==> config.mk <==
export PLATFORM = sky130hd
export DESIGN_NAME = arming_supervisor_fsm
export DESIGN_NICKNAME = d
export VERILOG_FILES = /design/src/hw/rtl/asf_pkg.sv /design/src/hw/rtl/arming_supervisor_fsm.sv
export SDC_FILE = /design/constraint.sdc
export NUM_CORES = 1
export LEC_CHECK = 0
export BUFFER_PORTS_ARGS = -buffer_cell sky130_fd_sc_hd__buf_2
export CAP_MARGIN = 10
export CELL_PAD_IN_SITES_DETAIL_PLACEMENT = 0
export CELL_PAD_IN_SITES_GLOBAL_PLACEMENT = 1
export CORE_ASPECT_RATIO = 1.75
export CORE_MARGIN = 5
export CORE_UTILIZATION = 45
export DETAILED_ROUTE_END_ITERATION = 7
export GPL_TIMING_DRIVEN = 0
export PLACE_DENSITY_LB_ADDON = 0.1
export SLEW_MARGIN = 20
export SYNTH_ARGS = -nofsm -noshare
export SYNTH_HDL_FRONTEND = slang
export SYNTH_SLANG_ARGS = --single-unit
export TNS_END_PERCENT = 5
==> constraint.sdc <==
create_clock -name clk_i -period 3.1 [get_ports clk_i]
set_input_delay 0.93 -clock clk_i [delete_from_list [all_inputs] [get_ports clk_i]]
set_output_delay 0.93 -clock clk_i [all_outputs]
set_load 0.01 [all_outputs]
==> src/hw/rtl/asf_pkg.sv <==
// Package for the arming supervisor: state and code types, constants and error evaluation.
`default_nettype none

package asf_pkg;

  // Default width of the stored error mask.
  localparam int unsigned ErrorWidthDef = 16;

  // Widths fixed by the interface.
  localparam int unsigned FuncW     = 4;
  localparam int unsigned MaskW     = 16;
  localparam int unsigned ThrottleW = 10;
  localparam int unsigned TimeW     = 32;
  localparam int unsigned CfgIdxW   = 2;
  localparam int unsigned CfgDataW  = 10;
  localparam int unsigned RcBitW    = 4;
  localparam int unsigned RejectW   = 2;

  // Supervisor states.
  typedef enum logic [2:0] {
    StInit        = 3'd0,
    StPreflight   = 3'd1,
    StError       = 3'd2,
    StCalibrating = 3'd3,
    StArmed       = 3'd4,
    StFailsafe    = 3'd5
  } state_e;

  // Input function codes.
  localparam logic [FuncW-1:0] FuncTick     = 4'd0;
  localparam logic [FuncW-1:0] FuncInitDone = 4'd1;
  localparam logic [FuncW-1:0] FuncRcFound  = 4'd2;
  localparam logic [FuncW-1:0] FuncRcLost   = 4'd3;
  localparam logic [FuncW-1:0] FuncArm      = 4'd4;
  localparam logic [FuncW-1:0] FuncDisarm   = 4'd5;
  localparam logic [FuncW-1:0] FuncCalDone  = 4'd6;
  localparam logic [FuncW-1:0] FuncCalFail  = 4'd7;
  localparam logic [FuncW-1:0] FuncSetErr   = 4'd8;
  localparam logic [FuncW-1:0] FuncClrErr   = 4'd9;

  // Arm reject codes.
  localparam logic [RejectW-1:0] RejNone     = 2'd0;
  localparam logic [RejectW-1:0] RejThrottle = 2'd1;
  localparam logic [RejectW-1:0] RejOverride = 2'd2;
  localparam logic [RejectW-1:0] RejReport   = 2'd3;

  // Configuration register indexes.
  localparam logic [CfgIdxW-1:0] CfgArmThreshold   = 2'd0;
  localparam logic [CfgIdxW-1:0] CfgTakeMinThrottle = 2'd1;
  localparam logic [CfgIdxW-1:0] CfgCalibrateOnArm = 2'd2;
  localparam logic [CfgIdxW-1:0] CfgRcLostBit      = 2'd3;

  // Configuration reset values.
  localparam logic [ThrottleW-1:0] ArmThresholdRst = 10'd150;
  localparam logic [RcBitW-1:0]    RcLostBitRst    = 4'd2;

  // Periods in ms.
  localparam logic [TimeW-1:0] BlinkFailsafeMs = 32'd100;
  localparam logic [TimeW-1:0] BlinkErrorMs    = 32'd500;
  localparam logic [TimeW-1:0] ReportMs        = 32'd1000;

  typedef struct packed {
    state_e mode;
    logic   err;
  } eval_t;

  // Error / no-error evaluation in the given state.
  function automatic eval_t eval_fn(state_e m, logic err, logic has);
    eval_t r;
    r.mode = m;
    r.err  = err;
    case (m)
      StPreflight: begin
        if (has) begin
          r.err  = 1'b1;
          r.mode = StError;
        end
      end
      StError: begin
        if (!has) begin
          r.err  = 1'b0;
          r.mode = StPreflight;
        end
      end
      StCalibrating: begin
        if (has) begin
          r.err  = 1'b1;
          r.mode = StError;
        end else begin
          r.err = 1'b0;
        end
      end
      StArmed: begin
        r.err = has;
      end
      StFailsafe: begin
        if (has) begin
          r.err = 1'b1;
        end
      end
      default: ;
    endcase
    return r;
  endfunction

endpackage

`default_nettype wire

==> src/hw/rtl/arming_supervisor_fsm.sv <==
// Arming supervisor state machine with error mask, arm checks and status LED.
`default_nettype none

// Arming supervisor. Each input word carries one function code (tick, one of
// the seven events, set errors or clear errors) together with the error
// mask, throttle, override switch and current time; each accepted word gives
// exactly one result word with the state after the word, the armed, error and
// failsafe flags, the error mask, the status-report request, the calibration
// start pulse, the arm reject code and the LED level. Throughput is one word
// per clock: the whole step, including the nested error evaluation that a
// change of the error mask triggers, is settled by the combinational next
// state logic in the cycle of acceptance and lands in the state and result
// registers at that edge, so the result is valid in the cycle after acceptance.
// The result register lets a new word in while the held result is taken in
// the same cycle; only a result that is not taken stalls the input. Time
// comparisons are plain unsigned and do not handle wrap of now_ms. Write the
// configuration port only while the block is idle; registers take effect on
// the next word.
module arming_supervisor_fsm
  import asf_pkg::*;
#(
  parameter int unsigned ERROR_WIDTH = ErrorWidthDef
) (
  input  wire logic                 clk_i,
  input  wire logic                 rst_ni,

  // configuration write port
  input  wire logic                 cfg_we_i,
  input  wire logic [CfgIdxW-1:0]   cfg_index_i,
  input  wire logic [CfgDataW-1:0]  cfg_data_i,

  // input words
  input  wire logic                 in_valid_i,
  output logic                      in_ready_o,
  input  wire logic [FuncW-1:0]     func_i,
  input  wire logic [MaskW-1:0]     error_mask_i,
  input  wire logic [ThrottleW-1:0] throttle_i,
  input  wire logic                 override_switch_i,
  input  wire logic [TimeW-1:0]     now_ms_i,

  // result words
  output logic                      out_valid_o,
  input  wire logic                 out_ready_i,
  output logic [2:0]                machine_state_o,
  output logic                      armed_flag_o,
  output logic                      error_flag_o,
  output logic                      failsafe_flag_o,
  output logic [MaskW-1:0]          error_bits_o,
  output logic                      status_update_o,
  output logic                      start_calibration_o,
  output logic [RejectW-1:0]        arm_reject_o,
  output logic                      led_on_o
);

  // Working width wide enough for both the port mask and the stored mask.
  localparam int unsigned ExtW = (ERROR_WIDTH > MaskW) ? ERROR_WIDTH : MaskW;

  // Configuration registers.
  logic [ThrottleW-1:0]   arm_threshold_q;
  logic                   take_min_q;
  logic                   cal_on_arm_q;
  logic [RcBitW-1:0]      rc_lost_bit_q;

  // Supervisor state.
  state_e                 mode_q, mode_d;
  logic                   armed_q, armed_d;
  logic                   error_q, error_d;
  logic                   failsafe_q, failsafe_d;
  logic [ERROR_WIDTH-1:0] store_q, store_d;
  logic [TimeW-1:0]       report_time_q, report_time_d;
  logic [TimeW-1:0]       blink_time_q, blink_time_d;
  logic                   led_q, led_d;

  // Result-only fields.
  logic                   out_valid_q;
  logic                   status_q, status_d;
  logic                   cal_q, cal_d;
  logic [RejectW-1:0]     reject_q, reject_d;

  logic                   in_fire;
  logic [ExtW-1:0]        mask_ext;
  logic [ExtW-1:0]        lost_ext;
  logic [ExtW-1:0]        store_ext;
  logic [ERROR_WIDTH-1:0] mask_in;
  logic [ERROR_WIDTH-1:0] lost;
  logic [ERROR_WIDTH-1:0] store_raise;
  logic [ERROR_WIDTH-1:0] store_drop;
  logic                   drop_hit;
  logic                   is_event;
  eval_t                  ev;

  // Take a new word whenever the result register is empty or being emptied.
  assign in_ready_o = !out_valid_q || out_ready_i;
  assign in_fire    = in_valid_i && in_ready_o;

  // Fit the port mask and the rc lost bit to the stored mask width; a bit
  // position beyond the stored width drops out.
  assign mask_ext    = ExtW'(error_mask_i);
  assign mask_in     = mask_ext[ERROR_WIDTH-1:0];
  assign lost_ext    = ExtW'(1) << rc_lost_bit_q;
  assign lost        = lost_ext[ERROR_WIDTH-1:0];
  assign store_raise = store_q | lost;
  assign store_drop  = store_q & ~lost;
  assign drop_hit    = |(store_q & lost);

  always_ff @(posedge clk_i or negedge rst_ni) begin
    if (!rst_ni) begin
      arm_threshold_q <= ArmThresholdRst;
      take_min_q      <= 1'b1;
      cal_on_arm_q    <= 1'b0;
      rc_lost_bit_q   <= RcLostBitRst;
    end else if (cfg_we_i) begin
      case (cfg_index_i)
        CfgArmThreshold:    arm_threshold_q <= cfg_data_i;
        CfgTakeMinThrottle: take_min_q      <= cfg_data_i[0];
        CfgCalibrateOnArm:  cal_on_arm_q    <= cfg_data_i[0];
        CfgRcLostBit:       rc_lost_bit_q   <= cfg_data_i[RcBitW-1:0];
        default: ;
      endcase
    end
  end

  // State register; the state always equals what the latest result shows.
  always_ff @(posedge clk_i or negedge rst_ni) begin
    if (!rst_ni) begin
      mode_q        <= StInit;
      armed_q       <= 1'b0;
      error_q       <= 1'b0;
      failsafe_q    <= 1'b0;
      store_q       <= '0;
      report_time_q <= '0;
      blink_time_q  <= '0;
      led_q         <= 1'b0;
      out_valid_q   <= 1'b0;
    end else begin
      if (in_fire) begin
        mode_q        <= mode_d;
        armed_q       <= armed_d;
        error_q       <= error_d;
        failsafe_q    <= failsafe_d;
        store_q       <= store_d;
        report_time_q <= report_time_d;
        blink_time_q  <= blink_time_d;
        led_q         <= led_d;
      end
      if (in_ready_o) begin
        out_valid_q <= in_fire;
      end
    end
  end

  // Result-only fields; no reset needed, guarded by out_valid_q.
  always_ff @(posedge clk_i) begin
    if (in_fire) begin
      status_q <= status_d;
      cal_q    <= cal_d;
      reject_q <= reject_d;
    end
  end

  // Next state and result for one word.
  always_comb begin
    mode_d        = mode_q;
    armed_d       = armed_q;
    error_d       = error_q;
    failsafe_d    = failsafe_q;
    store_d       = store_q;
    report_time_d = report_time_q;
    blink_time_d  = blink_time_q;
    led_d         = led_q;
    status_d      = 1'b0;
    cal_d         = 1'b0;
    reject_d      = RejNone;
    is_event      = 1'b0;
    ev            = eval_fn(mode_q, error_q, |store_q);

    case (func_i)
      FuncTick: begin
        // Re-evaluate errors, then drive the LED from the updated error flag.
        mode_d  = ev.mode;
        error_d = ev.err;
        if (failsafe_q) begin
          if (blink_time_q < now_ms_i) begin
            led_d        = !led_q;
            blink_time_d = now_ms_i + BlinkFailsafeMs;
          end
        end else if (ev.err) begin
          if (blink_time_q < now_ms_i) begin
            led_d        = !led_q;
            blink_time_d = now_ms_i + BlinkErrorMs;
          end
        end else begin
          led_d = armed_q;
        end
      end

      FuncSetErr: begin
        store_d = store_q | mask_in;
        ev      = eval_fn(mode_q, error_q, |(store_q | mask_in));
        mode_d  = ev.mode;
        error_d = ev.err;
      end

      FuncClrErr: begin
        // Act only when some requested bit is currently set.
        if (|(store_q & mask_in)) begin
          store_d  = store_q & ~mask_in;
          ev       = eval_fn(mode_q, error_q, |(store_q & ~mask_in));
          mode_d   = ev.mode;
          error_d  = ev.err;
          status_d = 1'b1;
        end
      end

      FuncInitDone, FuncRcFound, FuncRcLost, FuncArm,
      FuncDisarm, FuncCalDone, FuncCalFail: begin
        is_event = 1'b1;
        case (mode_q)
          StInit: begin
            if (func_i == FuncInitDone) begin
              mode_d = StPreflight;
            end
          end

          StPreflight, StError: begin
            if (func_i == FuncRcFound) begin
              if (drop_hit) begin
                store_d  = store_drop;
                ev       = eval_fn(mode_q, error_q, |store_drop);
                mode_d   = ev.mode;
                error_d  = ev.err;
                status_d = 1'b1;
              end
              failsafe_d = 1'b0;
            end else if (func_i == FuncRcLost) begin
              store_d = store_raise;
              ev      = eval_fn(mode_q, error_q, |store_raise);
              mode_d  = ev.mode;
              error_d = ev.err;
            end else if (func_i == FuncArm) begin
              if (mode_q == StError) begin
                // Rate-limited error report while arming is refused.
                if (report_time_q < now_ms_i) begin
                  reject_d      = RejReport;
                  report_time_d = now_ms_i + ReportMs;
                end
              end else if (throttle_i < arm_threshold_q) begin
                if (take_min_q || override_switch_i) begin
                  if (cal_on_arm_q) begin
                    mode_d = StCalibrating;
                    cal_d  = 1'b1;
                  end else begin
                    armed_d = 1'b1;
                    mode_d  = StArmed;
                  end
                end else begin
                  reject_d = RejOverride;
                end
              end else begin
                reject_d = RejThrottle;
              end
            end
          end

          StCalibrating: begin
            if (func_i == FuncCalDone) begin
              armed_d = 1'b1;
              mode_d  = StArmed;
            end else if (func_i == FuncCalFail) begin
              mode_d = StPreflight;
            end else if (func_i == FuncRcLost) begin
              store_d = store_raise;
              ev      = eval_fn(mode_q, error_q, |store_raise);
              mode_d  = ev.mode;
              error_d = ev.err;
            end
          end

          StArmed: begin
            if (func_i == FuncRcLost) begin
              // Enter failsafe first, then evaluate the raised error there.
              failsafe_d = 1'b1;
              store_d    = store_raise;
              ev         = eval_fn(StFailsafe, error_q, |store_raise);
              mode_d     = ev.mode;
              error_d    = ev.err;
              status_d   = 1'b1;
            end else if (func_i == FuncDisarm) begin
              armed_d = 1'b0;
              mode_d  = error_q ? StError : StPreflight;
            end
          end

          StFailsafe: begin
            if (func_i == FuncDisarm) begin
              armed_d = 1'b0;
              mode_d  = StError;
            end else if (func_i == FuncRcFound) begin
              // Back to armed, then drop the rc lost error evaluated as armed.
              failsafe_d = 1'b0;
              mode_d     = StArmed;
              if (drop_hit) begin
                store_d  = store_drop;
                ev       = eval_fn(StArmed, error_q, |store_drop);
                mode_d   = ev.mode;
                error_d  = ev.err;
                status_d = 1'b1;
              end
            end
          end

          default: ;
        endcase
      end

      default: ;
    endcase

    // Request a status report on any state change, and on a mask change
    // caused by an event.
    if (mode_d != mode_q) begin
      status_d = 1'b1;
    end
    if (is_event && (store_d != store_q)) begin
      status_d = 1'b1;
    end
  end

  assign store_ext           = ExtW'(store_q);
  assign out_valid_o         = out_valid_q;
  assign machine_state_o     = mode_q;
  assign armed_flag_o        = armed_q;
  assign error_flag_o        = error_q;
  assign failsafe_flag_o     = failsafe_q;
  assign error_bits_o        = store_ext[MaskW-1:0];
  assign status_update_o     = status_q;
  assign start_calibration_o = cal_q;
  assign arm_reject_o        = reject_q;
  assign led_on_o            = led_q;

  // Armed exactly in the armed and failsafe states.
  assert property (@(posedge clk_i) disable iff (!rst_ni)
    armed_q == ((mode_q == StArmed) || (mode_q == StFailsafe)))
    else $error("armed flag out of step with state");

  // A calibration pulse only comes with the calibrating state.
  assert property (@(posedge clk_i) disable iff (!rst_ni)
    (out_valid_q && cal_q) |-> (mode_q == StCalibrating))
    else $error("calibration pulse outside calibrating state");

  // An error report reject only in the error state, others only in preflight.
  assert property (@(posedge clk_i) disable iff (!rst_ni)
    (out_valid_q && (reject_q == RejReport)) |-> (mode_q == StError))
    else $error("error report outside error state");

  assert property (@(posedge clk_i) disable iff (!rst_ni)
    (out_valid_q && ((reject_q == RejThrottle) || (reject_q == RejOverride)))
      |-> (mode_q == StPreflight))
    else $error("arm check reject outside preflight");

  // State holds while a result is stalled.
  assert property (@(posedge clk_i) disable iff (!rst_ni)
    (out_valid_q && !out_ready_i) |=> (out_valid_q && $stable(mode_q) &&
      $stable(store_q) && $stable(led_q)))
    else $error("state moved while result stalled");

endmodule

`default_nettype wire

After elaboration in Yosys (flattened, before gate mapping)
Index checks and enable logic that the tools add are counted.
{ "totals": {"ff_bits": 108, "inputBits": 80, "output_inout_bits": 29, "word_cells": 238} }
{ "op_classes": {"add_sub_neg": 3, "magnitude_cmp": 3, "eq_ne": 55, "n_shift": 1, "n_mux": 110, "n_bitwise": 15, "n_reduce_logical": 35} }
{ "ops": {"columns": ["operator", "count"], "rows": [
  ["16-bit 2-to-1 mux", 8],
  ["32-bit 2-to-1 mux", 4],
  ["16-bit OR reduction", 7],
  ["16-bit bitwise AND", 4],
  ["32-bit less-than comparator", 2],
  ["16-bit one-hot mux with 4 select lines", 1],
  ["3-bit 2-to-1 mux", 21],
  ["16-bit one-hot mux with 3 select lines", 1],
  ["1-bit 2-to-1 mux", 42],
  ["3-bit != test, second input constant", 14],
  ["4-bit 2-to-1 mux", 10],
  ["32-bit by 10-bit adder with 32-bit output, second input constant", 1],
  ["32-bit by 7-bit adder with 32-bit output, second input constant", 1],
  ["32-bit by 9-bit adder with 32-bit output, second input constant", 1],
  ["16-bit inverter", 2],
  ["16-bit bitwise OR", 2],
  ["3-bit one-hot mux with 3 select lines", 3],
  ["27-bit AND reduction", 1],
  ["2-bit != test, second input constant", 12],
  ["5-bit != test, second input constant", 4],
  ["4-bit by 3-bit equality test with 1-bit output, second input constant", 4],
  ["16-bit != test", 1],
  ["1-bit by 4-bit left shift with 16-bit output, first input constant", 1],
  ["1-bit one-hot mux with 5 select lines", 3],
  ["39 further kinds", 72]
]} }

Depth between registers and ports, before layout
Gate-level depths: netlist of the first run.
{ "depth": {"word_depth": 12, "mapped_depth": 14} }

Worst setup path before layout of the first run
No wires, ideal clock.
{ "synth_timing": {"path_kind": "input-to-reg", "start": "in now_ms_i[18]", "end": "reg report_time_q[0]", "setup_ps": 125, "arrival_time_ps": 3483, "t_required_ps": 2975, "setup_slack_ps": -508, "cell_stages": 12, "path_buffers": 2, "path_cell_list": "clkbuf_1 inv_1 ha_1 nor2b_1 o21ai_0 nand2b_1 a21oi_1 o21ai_0 o211ai_1 o211ai_1 clkbuf_1 mux2_2"} }
{ "synth_via": {"elab_chain_len": 2} }
{ "synth_lines": {"columns": ["element", "line", "source"], "rows": [
  ["from (decl)", "arming_supervisor_fsm.sv:39", "input wire logic [TimeW-1:0] now_ms_i,"],
  ["32-bit less-than comparator", "arming_supervisor_fsm.sv:243", "if (report_time_q < now_ms_i) begin"],
  ["8-bit AND reduction (no line)", null, null],
  ["to (signal assigned)", "arming_supervisor_fsm.sv:142", "report_time_q <= report_time_d;"],
  ["to (decl)", "arming_supervisor_fsm.sv:70", "logic [TimeW-1:0] report_time_q, report_time_d;"]
]} }
No other way between the ends.
A chain may end at the register's enable or synchronous reset.

Worst setup path after layout of the first run
{ "layout_timing": {"start": "in func_i[0]", "end": "reg status_q, in the netlist status_update_o (data pin)"} }
{ "layout_via": {"elab_chain_len": 9, "elab_cells_between_ends": 42, "cone_classes": "11 x eq/ne; 27 x mux; 4 x reduce/logical"} }
{ "layout_lines": {"columns": ["element", "line", "source"], "rows": [
  ["from (decl)", "arming_supervisor_fsm.sv:35", "input wire logic [FuncW-1:0] func_i,"],
  ["4-bit by 2-bit equality test with 1-bit output", null, null],
  ["16-bit 2-to-1 mux", "arming_supervisor_fsm.sv:235, arming_supervisor_fsm.sv:271, arming_supervisor_fsm.sv:280", null],
  ["16-bit 2-to-1 mux", "arming_supervisor_fsm.sv:269", "end else if (func_i == FuncCalFail) begin"],
  ["16-bit 2-to-1 mux", "arming_supervisor_fsm.sv:266", "if (func_i == FuncCalDone) begin"],
  ["16-bit one-hot mux with 4 select lines", "arming_supervisor_fsm.sv:218", "case (mode_q)"],
  ["16-bit one-hot mux with 3 select lines", "arming_supervisor_fsm.sv:177", "case (func_i)"],
  ["16-bit != test", "arming_supervisor_fsm.sv:324", "if (is_event && (store_d != store_q)) begin"],
  ["1-bit logical AND", "arming_supervisor_fsm.sv:324", null],
  ["2-bit OR reduction (no line)", null, null],
  ["to (signal assigned)", "arming_supervisor_fsm.sv:155", "status_q <= status_d;"],
  ["to (decl)", "arming_supervisor_fsm.sv:76", "logic status_q, status_d;"]
]} }
Several ways; a longest one is shown, not always the timed one.

==> results of run 1 <==
==> worst max-delay path, stage by stage <==
cell and delay [ns]:
clkbuf_4 0.17, nor4b_4 0.39, a211oi_2 0.08, a211o_1 0.34, and2_4 0.22, o21ai_4 0.07
o2111ai_2 0.15, or4_4 0.52, a2111oi_4 0.34, o22ai_1 0.10
==> repair_timing <==
| item | 4_1_cts | 5_1_grt |
|---|---|---|
| setup endpoints to repair | 85 | 67 |
| cloned | 1 | 1 |
| buffers inserted | 18 | 10 |
| pin swaps | 15 | 23 |
| resized for setup | 79 | 74 |
==> state kept, by name, indices dropped and copies added (netlist names), 2 cells and up <==
register	cells
report_time_q	32
machine_state_o	3
arm_threshold_q	10
arm_reject_o	2
error_bits_o	16
rc_lost_bit_q	4
blink_time_q	32
==> synth_stat cells (all sizes together), types with 6 or more instances <==
| cell | number |
|---|---|
| o22ai | 21 |
| mux2 | 41 |
| nor4 | 16 |
| a22o | 7 |
| nor3b | 9 |
| buf | 27 |
| clkbuf | 38 |
| nand2b | 18 |
| nor3 | 23 |
| and2 | 6 |
| nor2b | 19 |
| a31oi | 7 |
| nand3b | 6 |
| a21o | 26 |
| and3 | 7 |
| nand2 | 105 |
| a211oi | 8 |
| nor2 | 122 |
| dfrtp | 98 |
| a2111oi | 6 |
| nand3 | 24 |
| ha | 76 |
| o211ai | 8 |
| xnor2 | 53 |
| o21ai | 79 |
| dfstp | 6 |
| nand4 | 24 |
| inv | 65 |
| a21oi | 122 |
==> worst paths after layout <==
| path | to | depth (start not counted) |
|---|---|---|
| min in group asynchronous | error_bits_o[0] | 1 |
| worst max-delay path | status_update_o | 10 |
| max in group asynchronous | arm_threshold_q[4] | 2 |
| worst min register to register | report_time_q[2] | 2 |
| worst min-delay path | report_time_q[2] | 2 |
| worst max register to register | blink_time_q[0] | 12 |
==> cell type report <==
| class | count | area [sq um] |
|---|---|---|
| Clock buffer | 9 | 225 |
| Fill cell | 2002 | 9030 |
| Multi-Input combinational cell | 924 | 6480 |
| Clock inverter | 7 | 51.3 |
| Inverter | 68 | 278 |
| Sequential cell | 108 | 2740 |
| Tap cell | 248 | 310 |
| Buffer | 55 | 362 |
| Timing Repair Buffer | 136 | 898 |
==> where the power goes <==
group	leakage [uW]	switching, uW	internal, uW
Combinational	0.00355	1400	1010
Clock	0.000137	615	554
Sequential	0.00134	287	1730
Total	0.00503	2300	3300
==> metrics by stage <==
step,instances,cell area [sq um]
2_1_floorplan,1165,9430
3_3_place_gp,1517,10300
3_5_place_dp,1519,10300
4_1_cts,1544,11000
5_1_grt,1555,11300
6_report,1555,11300
==> layer usage <==
layer | track usage [%] | vias up
met4 | 24.2 | 0
li1 | - | 4487
met5 | 0 | -
met1 | 28.2 | 4661
met2 | 56.5 | 393
met3 | 3.61 | 168
==> layout by cell type, fill, tap and decap left out, types with 7 or more instances in the layout <==
master     instances
a21o_1            26
a21oi_1          111
a21oi_2           10
a22o_1             7
buf_2            108
buf_4             33
clkbuf_1          17
clkbuf_16         11
clkbuf_4           7
dfrtp_1           93
ha_1              71
inv_1             56
mux2_2            36
nand2_1          103
nand2b_1          17
nand3_1           24
nand4_1           24
nor2_1           117
nor2b_1           17
nor3_1            19
nor4_1            12
o211ai_1           8
o21ai_0           66
o21ai_1            7
o22ai_1           20
xnor2_1           53
==> cell families after synthesis <==
family                     count (synthesis)  synth area share [%]
AOI/OAI and AO/OA                        343                  22.8
xor gates and xnor gates                  54                  5.05
adders and majority gates                 78                  10.4
buffers and inverters                    133                  5.76
DFF                                      108                  29.2
muxes                                     47                  5.71
and+or+nand+nor                          402                  21.1
==> qor.yml, run 1 <==
status:
  status: "complete, but fails checks"
  violations: "setup timing"
timing:
  drv_slew: 0
  worst_pin_slew_ns: 0.812
  fin_skew_ns: 0.0198
  fin_worst_hold_slack_ns: 0.490
  setup_viol: 5
  rsz0062_at_grt: "true"
  slew_headroom_pct: 45.9
  final.setup.tns_ns: -0.126
  final-hold-violation-count: 0
  finalCriticalPeriod_ns: 3.19
  clock.fmax_mhz: 313
  postLayoutSetupSlackWorst_ns: -0.0927
  finalCritPeriodShare_pct: 103
logic_synthesis:
  synth_top_area_cell: "dfrtp_1"
  ys_top_cells_by_area: "dfrtp_1 26%, ha_1 10%, a21oi_1 6.5%, xnor2_1 5.0%, mux2_2 4.9%"
  ys_seq_area_share_pct: 29.2
  netlist-cell-type-count: 80
  avgSynthCellArea_sq_um: 8.03
  yosysTopAreaCellShare_pct: 26.2
  yosys_register_bits: 108
  synth-main-ff-cell: "dfrtp_1"
  synthCells: 1165
  async_flop_share_pct: 96.3
  ys_warn_count: 0
  synth_edf_count: 4
  syn_area_sq_um: 9360
  synth_nets: 1321
route:
  routed-wl-met2_um: 19500
  drt_iter0_drc: 807
  routed-wl-met3_um: 1530
  ant_nets: 0
  highest_layer: "met4"
  wl_per_cell_um: 23.5
  vias: 9709
  firstDrtPassIters: 5
  m1WireLength_um: 12000
  drt-total-wl_um: 36500
  route.detailed.drc: 0
  viasPerCell: 6.24
floorplanning:
  ios: 109
  start_util_pct: 45.9
  die_area_sq_um: 23900
  die_w_um: 119
  rows: 69
  dieHeight_um: 201
  core_sq_um: 20400
worst_hold_path:
  hp-start: "report_time_q[2]"
  hp-class: "reg2reg"
placement:
  place_congestion: 0.956
  io_buffers: 104
  dp_slack_ns: -1.30
  hpwlAfterDp_um: 28400
cts:
  htreeDepth: 3
  cts-root-buf: "clkbuf_16"
  cts_tree: "done"
  cts_num_sinks: 108
  cts_buffers: 9
  clk_pin_slew_ns: 0.09
  clock_path_buffers: 2
  clk_latency_ns: 0.38
  cts_hold_buffers: 0
worst_setup_path:
  critPathCaptureType: "flip-flop"
  r2r_slack_ns: -0.01
  crit_required_ns: 3.23
  rr_startpoint: "error_bits_o[9]"
  crit_arrival_ns: 3.32
  crit_type: "in2reg"
  start_kind: "input port"
  crit_path_max_fanout: 7
  cp-startpoint: "func_i[0]"
grt:
  grt_pass1_wl_um: 55400
  grt_usage_pct: 29.9
  grt_overflow_total: 0
  antenna_found_initial: 0
  grt_start_max_net_pins: 54
  grt_pass1_vias: 9852
pwr:
  power.total_uw: 5600
  irDropWorstVdd_mv: 0.477
  p_leak_uw: 0.00503
  powerDensity_nw_per_um2: 494
run:
  cap_viol_max_count: 0
cells_and_area:
  post-route-util_pct: 55.7
  n_antenna_cell: 0
  layout.nets: 1458
  syn2layout_area_growth_pct: 21.1
  drive_gt1_share_pct: 24.8
No activity file was read; power rests on OpenSTA's default activity.
==> run 2, diff against run 1 <==
clock period = 4.1 ns   (was 3.1 ns; I/O delays follow)
==> qor.yml, run 2 (synthesis results as in run 1) <==
timing:
  clock.fmax_mhz: 250
  fin_skew_ns: 0.0226  # +0.00276 ns
  setup_viol: 0  # -5
  final-hold-violation-count: 0  # unchanged
  worst_pin_slew_ns: 1.07  # +0.254 ns
  rsz0062_at_grt: "false"
  finalCriticalPeriod_ns: 4.00
  slew_headroom_pct: 28.8  # -17 points
  finalCritPeriodShare_pct: 97.5
  fin_worst_hold_slack_ns: 0.491  # +0.00133 ns
  drv_slew: 0  # unchanged
grt:
  grt_pass1_vias: 9712  # -1.4%
  grt_pass1_wl_um: 55200  # -0.42%
  grt_start_max_net_pins: 58  # +7.4%
  grt_usage_pct: 29.8  # -0.11 points
  antenna_found_initial: 0  # unchanged
  grt_overflow_total: 0  # unchanged
floorplanning:
  die_w_um: 119  # unchanged
  rows: 69  # unchanged
  core_sq_um: 20400  # unchanged
  dieHeight_um: 201  # unchanged
  ios: 109  # unchanged
  start_util_pct: 45.9  # unchanged
  die_area_sq_um: 23900  # unchanged
cells_and_area:
  final_cells: 1538  # -1.1%
  nFillCells: 2086  # +4.2%
  syn2layout_area_growth_pct: 13.2
  drive_gt1_share_pct: 17.1  # -7.7 points
  ff_latch_area_sq_um: 2730  # -0.23%
  n_antenna_cell: 0  # unchanged
  multi_input_area_sq_um: 6120  # -5.5%
  final_cell_mix: "122 x a21oi_1, 122 x nor2_1, 121 x buf_2, 105 x nand2_1, 98 x dfrtp_1"
  layout.nets: 1441  # -1.2%
route:
  vias: 9500  # -2.2%
  drt-total-wl_um: 35500  # -2.9%
  ant_nets: 0  # unchanged
  drt_iter0_drc: 662  # -18%
  route.detailed.drc: 0  # unchanged
  firstDrtPassIters: 5  # unchanged
  viasPerCell: 6.18  # -1.1%
  wl_per_cell_um: 23.1  # -1.9%
pwr:
  p_leak_uw: 0.00476  # -5.4%
  power.total_uw: 4130  # -26%
  irDropWorstVdd_mv: 0.261  # -45%
  powerDensity_nw_per_um2: 389  # -21%
worst_setup_path:
  r2r_slack_ns: 0.31  # +0.32 ns
  crit_path_max_fanout: 10  # +3
  crit_required_ns: 4.34  # +1.11 ns
  crit_arrival_ns: 4.23  # +0.91 ns
  crit_type: "in2reg"
  critPathCaptureType: "flip-flop"
  start_kind: "input port"
cts:
  htreeDepth: 3  # unchanged
  cts_tree: "done"
  cts_num_sinks: 108  # unchanged
  clk_pin_slew_ns: 0.08  # about the same
  cts_hold_buffers: 0  # unchanged
  cts_buffers: 9  # unchanged
  cts-root-buf: "clkbuf_16"
  clk_latency_ns: 0.38  # about the same
  clock_path_buffers: 2  # unchanged
placement:
  hpwlAfterDp_um: 28300  # -0.11%
  place_inst: 1518  # -0.066%
  io_buffers: 104  # unchanged
  place_congestion: 0.964  # +0.77%
run:
  cap_viol_max_count: 0  # unchanged
worst_hold_path:
  hp-class: "reg2reg"
status:
  status: "finished clean"
[run 2: cell count changes in the layout (fill, tap and decap cells not counted), sizes merged]
| cell | change |
|---|---|
| clkbuf | +6 |
| clkinv | -1 |
| buf | -22 |
| clkdlybuf4s18 | -1 |
| bufinv | +1 |
[run 2: layout make-up]
class / instances / area share [%]
multi-input cells: 924 / 57.8
flip-flops and latches: 108 / 25.8
repair buffers: 109 / 5.52
well taps: 248 / 2.93
plain buffers: 65 / 2.75
inverters: 68 / 2.41
clock buffers: 9 / 2.13
clock inverters: 7 / 0.685
[run 2: critical path, stage by stage]
cell and delay [ns]:
buf_2 0.13, inv_1 0.13, ha_1 0.34, a21o_1 0.16, a21o_1 0.17, a21oi_1 0.20
o21ai_0 0.12, a21o_1 0.21, a221o_1 0.38, a31o_2 0.26, a21oi_1 0.28, buf_4 0.26
buf_2 0.27, a21oi_1 0.10
[run 2: power breakdown]
part | switching (uW) | total, uW | internal (uW)
clock | 472 | 951 | 479
sequential | 160 | 1470 | 1310
combinational | 1040 | 1710 | 667
[run 2: worst paths after layout]
kind,depth (start not counted),start,end
setup reg to reg,12,error_bits_o[1],blink_time_q[21]
hold / removal,2,report_time_q[3],report_time_q[3]
setup / recovery,14,now_ms_i[17],blink_time_q[21]
max in group asynchronous,2,rst_ni,arm_threshold_q[7]
min in group asynchronous,1,rst_ni,error_bits_o[0]
hold reg to reg,2,report_time_q[3],report_time_q[3]
[run 2: stage by stage]
step | TNS [ns] | setup WS [ns] | area [sq um] | utilization, %
floorplan | 0 | 0.192 | 9360 | -
global placement | -37.70 | -1.03 | 10200 | 50.0
detailed placement | -37.63 | -1.05 | 10200 | 50.2
CTS | 0 | 0.0119 | 10600 | 51.8
global route | 0 | 0.00324 | 10600 | 52.0
finish | 0 | 0.104 | 10600 | 52.0
[run 2: routing by layer]
layer  vias up  track usage, %  wire, um
met5         -               0         0
met4         0            23.2      3210
met3       152            4.48      1360
met2       323            55.5     19200
met1      4564            28.5     11700
li1       4461               -         -
[run 2: repair_timing]
action                                  CTS  global route
gates resized for setup                   2             9
pin swaps                                 1             1
endpoints found under the setup margin   32            42
buffers inserted                          3             1
==> run 3, diff against run 2 <==
ABC_AREA = 1   (was unset)
==> qor.yml, run 3 <==
status:
  status: "finished clean"
cells_and_area:
  drive_gt1_share_pct: 11.0  # -6.1 points
  final_cell_mix: "385 x nand2_1, 173 x inv_1, 146 x nor2_1, 118 x buf_2, 114 x o21ai_0"
  n_antenna_cell: 0  # unchanged
  layout.nets: 1725  # +20%
  layout_commonest_cell: "nand2_1"
  syn2layout_area_growth_pct: 12.1
  final_cells: 1826  # +19%
logic_synthesis:
  synthCells: 1449  # +24%
  async_flop_share_pct: 96.3  # unchanged
  ys_warn_count: 0  # unchanged
  synthTopCellsByCount: "385 x nand2_1, 173 x inv_1, 146 x nor2_1"
  syn_area_sq_um: 9520  # +1.7%
  yosysTopAreaCellShare_pct: 25.8  # -0.43 points
  synth-main-ff-cell: "dfrtp_1"
  yosysMostFrequentCell: "nand2_1"
  synth_edf_count: 4  # unchanged
  synth_nets: 1605  # +21%
  ys_top_cells_by_area: "dfrtp_1 26%, nand2_1 15%, ha_1 10%, inv_1 6.8%, o21ai_0 6.0%"
  ys_seq_area_share_pct: 28.7  # -0.48 points
  avgSynthCellArea_sq_um: 6.57  # -18%
  yosys_register_bits: 108  # unchanged
  netlist-cell-type-count: 43  # -46%
  synth_top_area_cell: "dfrtp_1"
cts:
  cts-root-buf: "clkbuf_16"
  clk_pin_slew_ns: 0.07  # about the same
  cts_num_sinks: 108  # unchanged
  cts_buffers: 9  # unchanged
  htreeDepth: 3  # unchanged
  cts_tree: "done"
  cts_repair_resize_count: 0  # -2
  clock_path_buffers: 2  # unchanged
  clk_latency_ns: 0.38  # about the same
  post_cts_buffers: 0  # -3
  cts_hold_buffers: 0  # unchanged
run:
  cap_viol_max_count: 0  # unchanged
worst_hold_path:
  hp-start: "arm_threshold_q[4]"
  hp-class: "reg2reg"
  hold_path_depth: 2  # unchanged
placement:
  hpwlAfterDp_um: 27400  # -3.4%
  place_congestion: 0.962  # -0.11%
  dp_slack_ns: -0.106  # +0.948 ns
  place_inst: 1810  # +19%
  io_buffers: 108  # +3.8%
timing:
  slew_headroom_pct: 41.7  # +13 points
  worst_pin_slew_ns: 0.867  # -0.199 ns
  fin_skew_ns: 0.0140  # -0.00859 ns
  rsz0062_at_grt: "false"
  finalCritPeriodShare_pct: 95.3  # -2.2 points
  postLayoutSetupSlackWorst_ns: 0.194  # +0.0904 ns
  clock.fmax_mhz: 256  # +2.3%
  drv_slew: 0  # unchanged
  fin_worst_hold_slack_ns: 0.479  # -0.0126 ns
  setup_viol: 0  # unchanged
  final-hold-violation-count: 0  # unchanged
  finalCriticalPeriod_ns: 3.91  # -0.0904 ns
grt:
  grt_pass1_vias: 10000  # +3.3%
  grt_start_max_net_pins: 71  # +22%
  antenna_found_initial: 2  # +2
  met2_usage_pct: 53.2  # -2.3 points
  grt_pass1_wl_um: 52100  # -5.6%
  grt_overflow_total: 0  # unchanged
  grt_usage_pct: 27.7  # -2.1 points
  met3_usage_pct: 3.33  # -1.2 points
  grt-busiest-layer: "met2"
  grt_use_met1_pct: 26.9  # -1.7 points
worst_setup_path:
  critPathCaptureType: "flip-flop"
  crit_arrival_ns: 4.22  # about the same
  slowest_stage: "nor4_1"
  crit_path_max_fanout: 10  # unchanged
  r2r_slack_ns: 0.82  # +0.51 ns
  worstPathCellList: "buf_2 -> inv_1 -> ha_1 -> nand2_1 -> nor4_1 -> nand3_1 -> nand2_1 -> clkbuf_1 -> clkbuf_1 -> o21ai_0 -> nand2_1"
  cp-startpoint: "now_ms_i[23]"
  crit_type: "in2reg"
  crit_path_max_incr_delay_ns: 0.77  # +0.39 ns
  crit_required_ns: 4.41  # +0.07 ns
  cpMostUsedCell: "nand2_1"
  r2r_cells: 10  # -2
  rr_startpoint: "error_bits_o[8]"
  start_kind: "input port"
floorplanning:
  start_util_pct: 45.6  # -0.29 points
  core_sq_um: 20800  # +2.3%
  rows: 70  # +1.4%
  dieHeight_um: 202  # +0.78%
  die_w_um: 120  # +0.76%
  ios: 109  # unchanged
  die_area_sq_um: 24300  # +1.5%
route:
  vias: 10100  # +6.0%
  ant_nets: 0  # unchanged
  drt_iter0_drc: 557  # -16%
  firstDrtPassIters: 5  # unchanged
  route.detailed.drc: 0  # unchanged
  drt-total-wl_um: 33700  # -5.1%
  viasPerCell: 5.52  # -11%
  wl_per_cell_um: 18.4  # -20%
pwr:
  powerDensity_nw_per_um2: 469  # +20%
  p_sw_share_pct: 46.6  # +6.1 points
  p_seq_share_pct: 32.3  # -3.3 points
  p_comb_share_pct: 50.7  # +9.3 points
  irDropWorstVdd_mv: 0.296  # +14%
  p_int_uw: 2670  # +8.8%
  clkPwrFrac_pct: 17.0  # -6.1 points
  p_leak_uw: 0.00559  # +17%
  p_switching_uw: 2330  # +40%
## run 3: changes by cell type in the layout (fill, tap and decap cells not counted), moves of 24 or more
cell     delta
a21o_1     -25
nand2_1   +280
o21ai_0    +37
nor2_1     +24
nand3_1    +85
xnor2_1    -53
mux2_2     -41
inv_1     +108
xor2_1     +47
a21oi_1    -55
## run 3: power groups by stage
stage	Sequential, uW	Combinational, uW	Clock [uW]
final	1620	2530	851
after global routing	1660	2850	911
after CTS	1610	2530	870
after detailed placement	1640	2520	0
after global placement	1620	2490	0
after floorplan	1610	1690	0
## run 3: final timing paths
path                                 endpoint
max                          blink_time_q[31]
min in group asynchronous     error_bits_o[2]
min reg2reg                arm_threshold_q[4]
max in group asynchronous    blink_time_q[11]
max reg2reg                  blink_time_q[31]
min                        arm_threshold_q[4]
## run 3: per-layer routing
layer  up-vias  routed length (um)
met5         -                  29
met4         4                2390
met3       135                1200
met2       320               18300
met1      4601               11800
li1       5012                   -
## run 3: per-stage QoR
stage / total power, uW / setup TNS (ns) / instance area, sq um / util [%]
2_1_floorplan: 3300 / 0 / 9520 / -
3_3_place_gp: 4120 / -0.840 / 10400 / 49.8
3_5_place_dp: 4150 / -0.889 / 10400 / 49.9
4_1_cts: 5020 / 0 / 10700 / 51.2
5_1_grt: 5420 / 0 / 10700 / 51.2
6_report: 5000 / 0 / 10700 / 51.2
## run 3: logic make-up (layout without fill, tap and decap cells)
kind of cell,Yosys count,after routing,synth area share (%)
simple gates,729,729,32.5
flops,108,108,28.7
xor+xnor,48,48,4.42
buf+inv,234,359,9.73
fa+ha+maj,76,76,9.99
compound gates,254,254,14.7
## run 3: area by class of cell
type	instances	area (sq um)
fillers	2257	10200
plain buffers	53	246
flip-flops and latches	108	2730
repair buffers	109	574
clock buffers	11	233
multi-input cells	1107	5860
inverters	181	679
clock inverters	5	27.5
well taps	252	315
## run 3: worst max-delay path, delay by kind of cell
family	cells	cell delay, ns
AOI/OAI and AO/OA	1	0.16
adders and majority gates	1	0.33
buffers and inverters	4	1.11
and+or+nand+nor	5	1.39
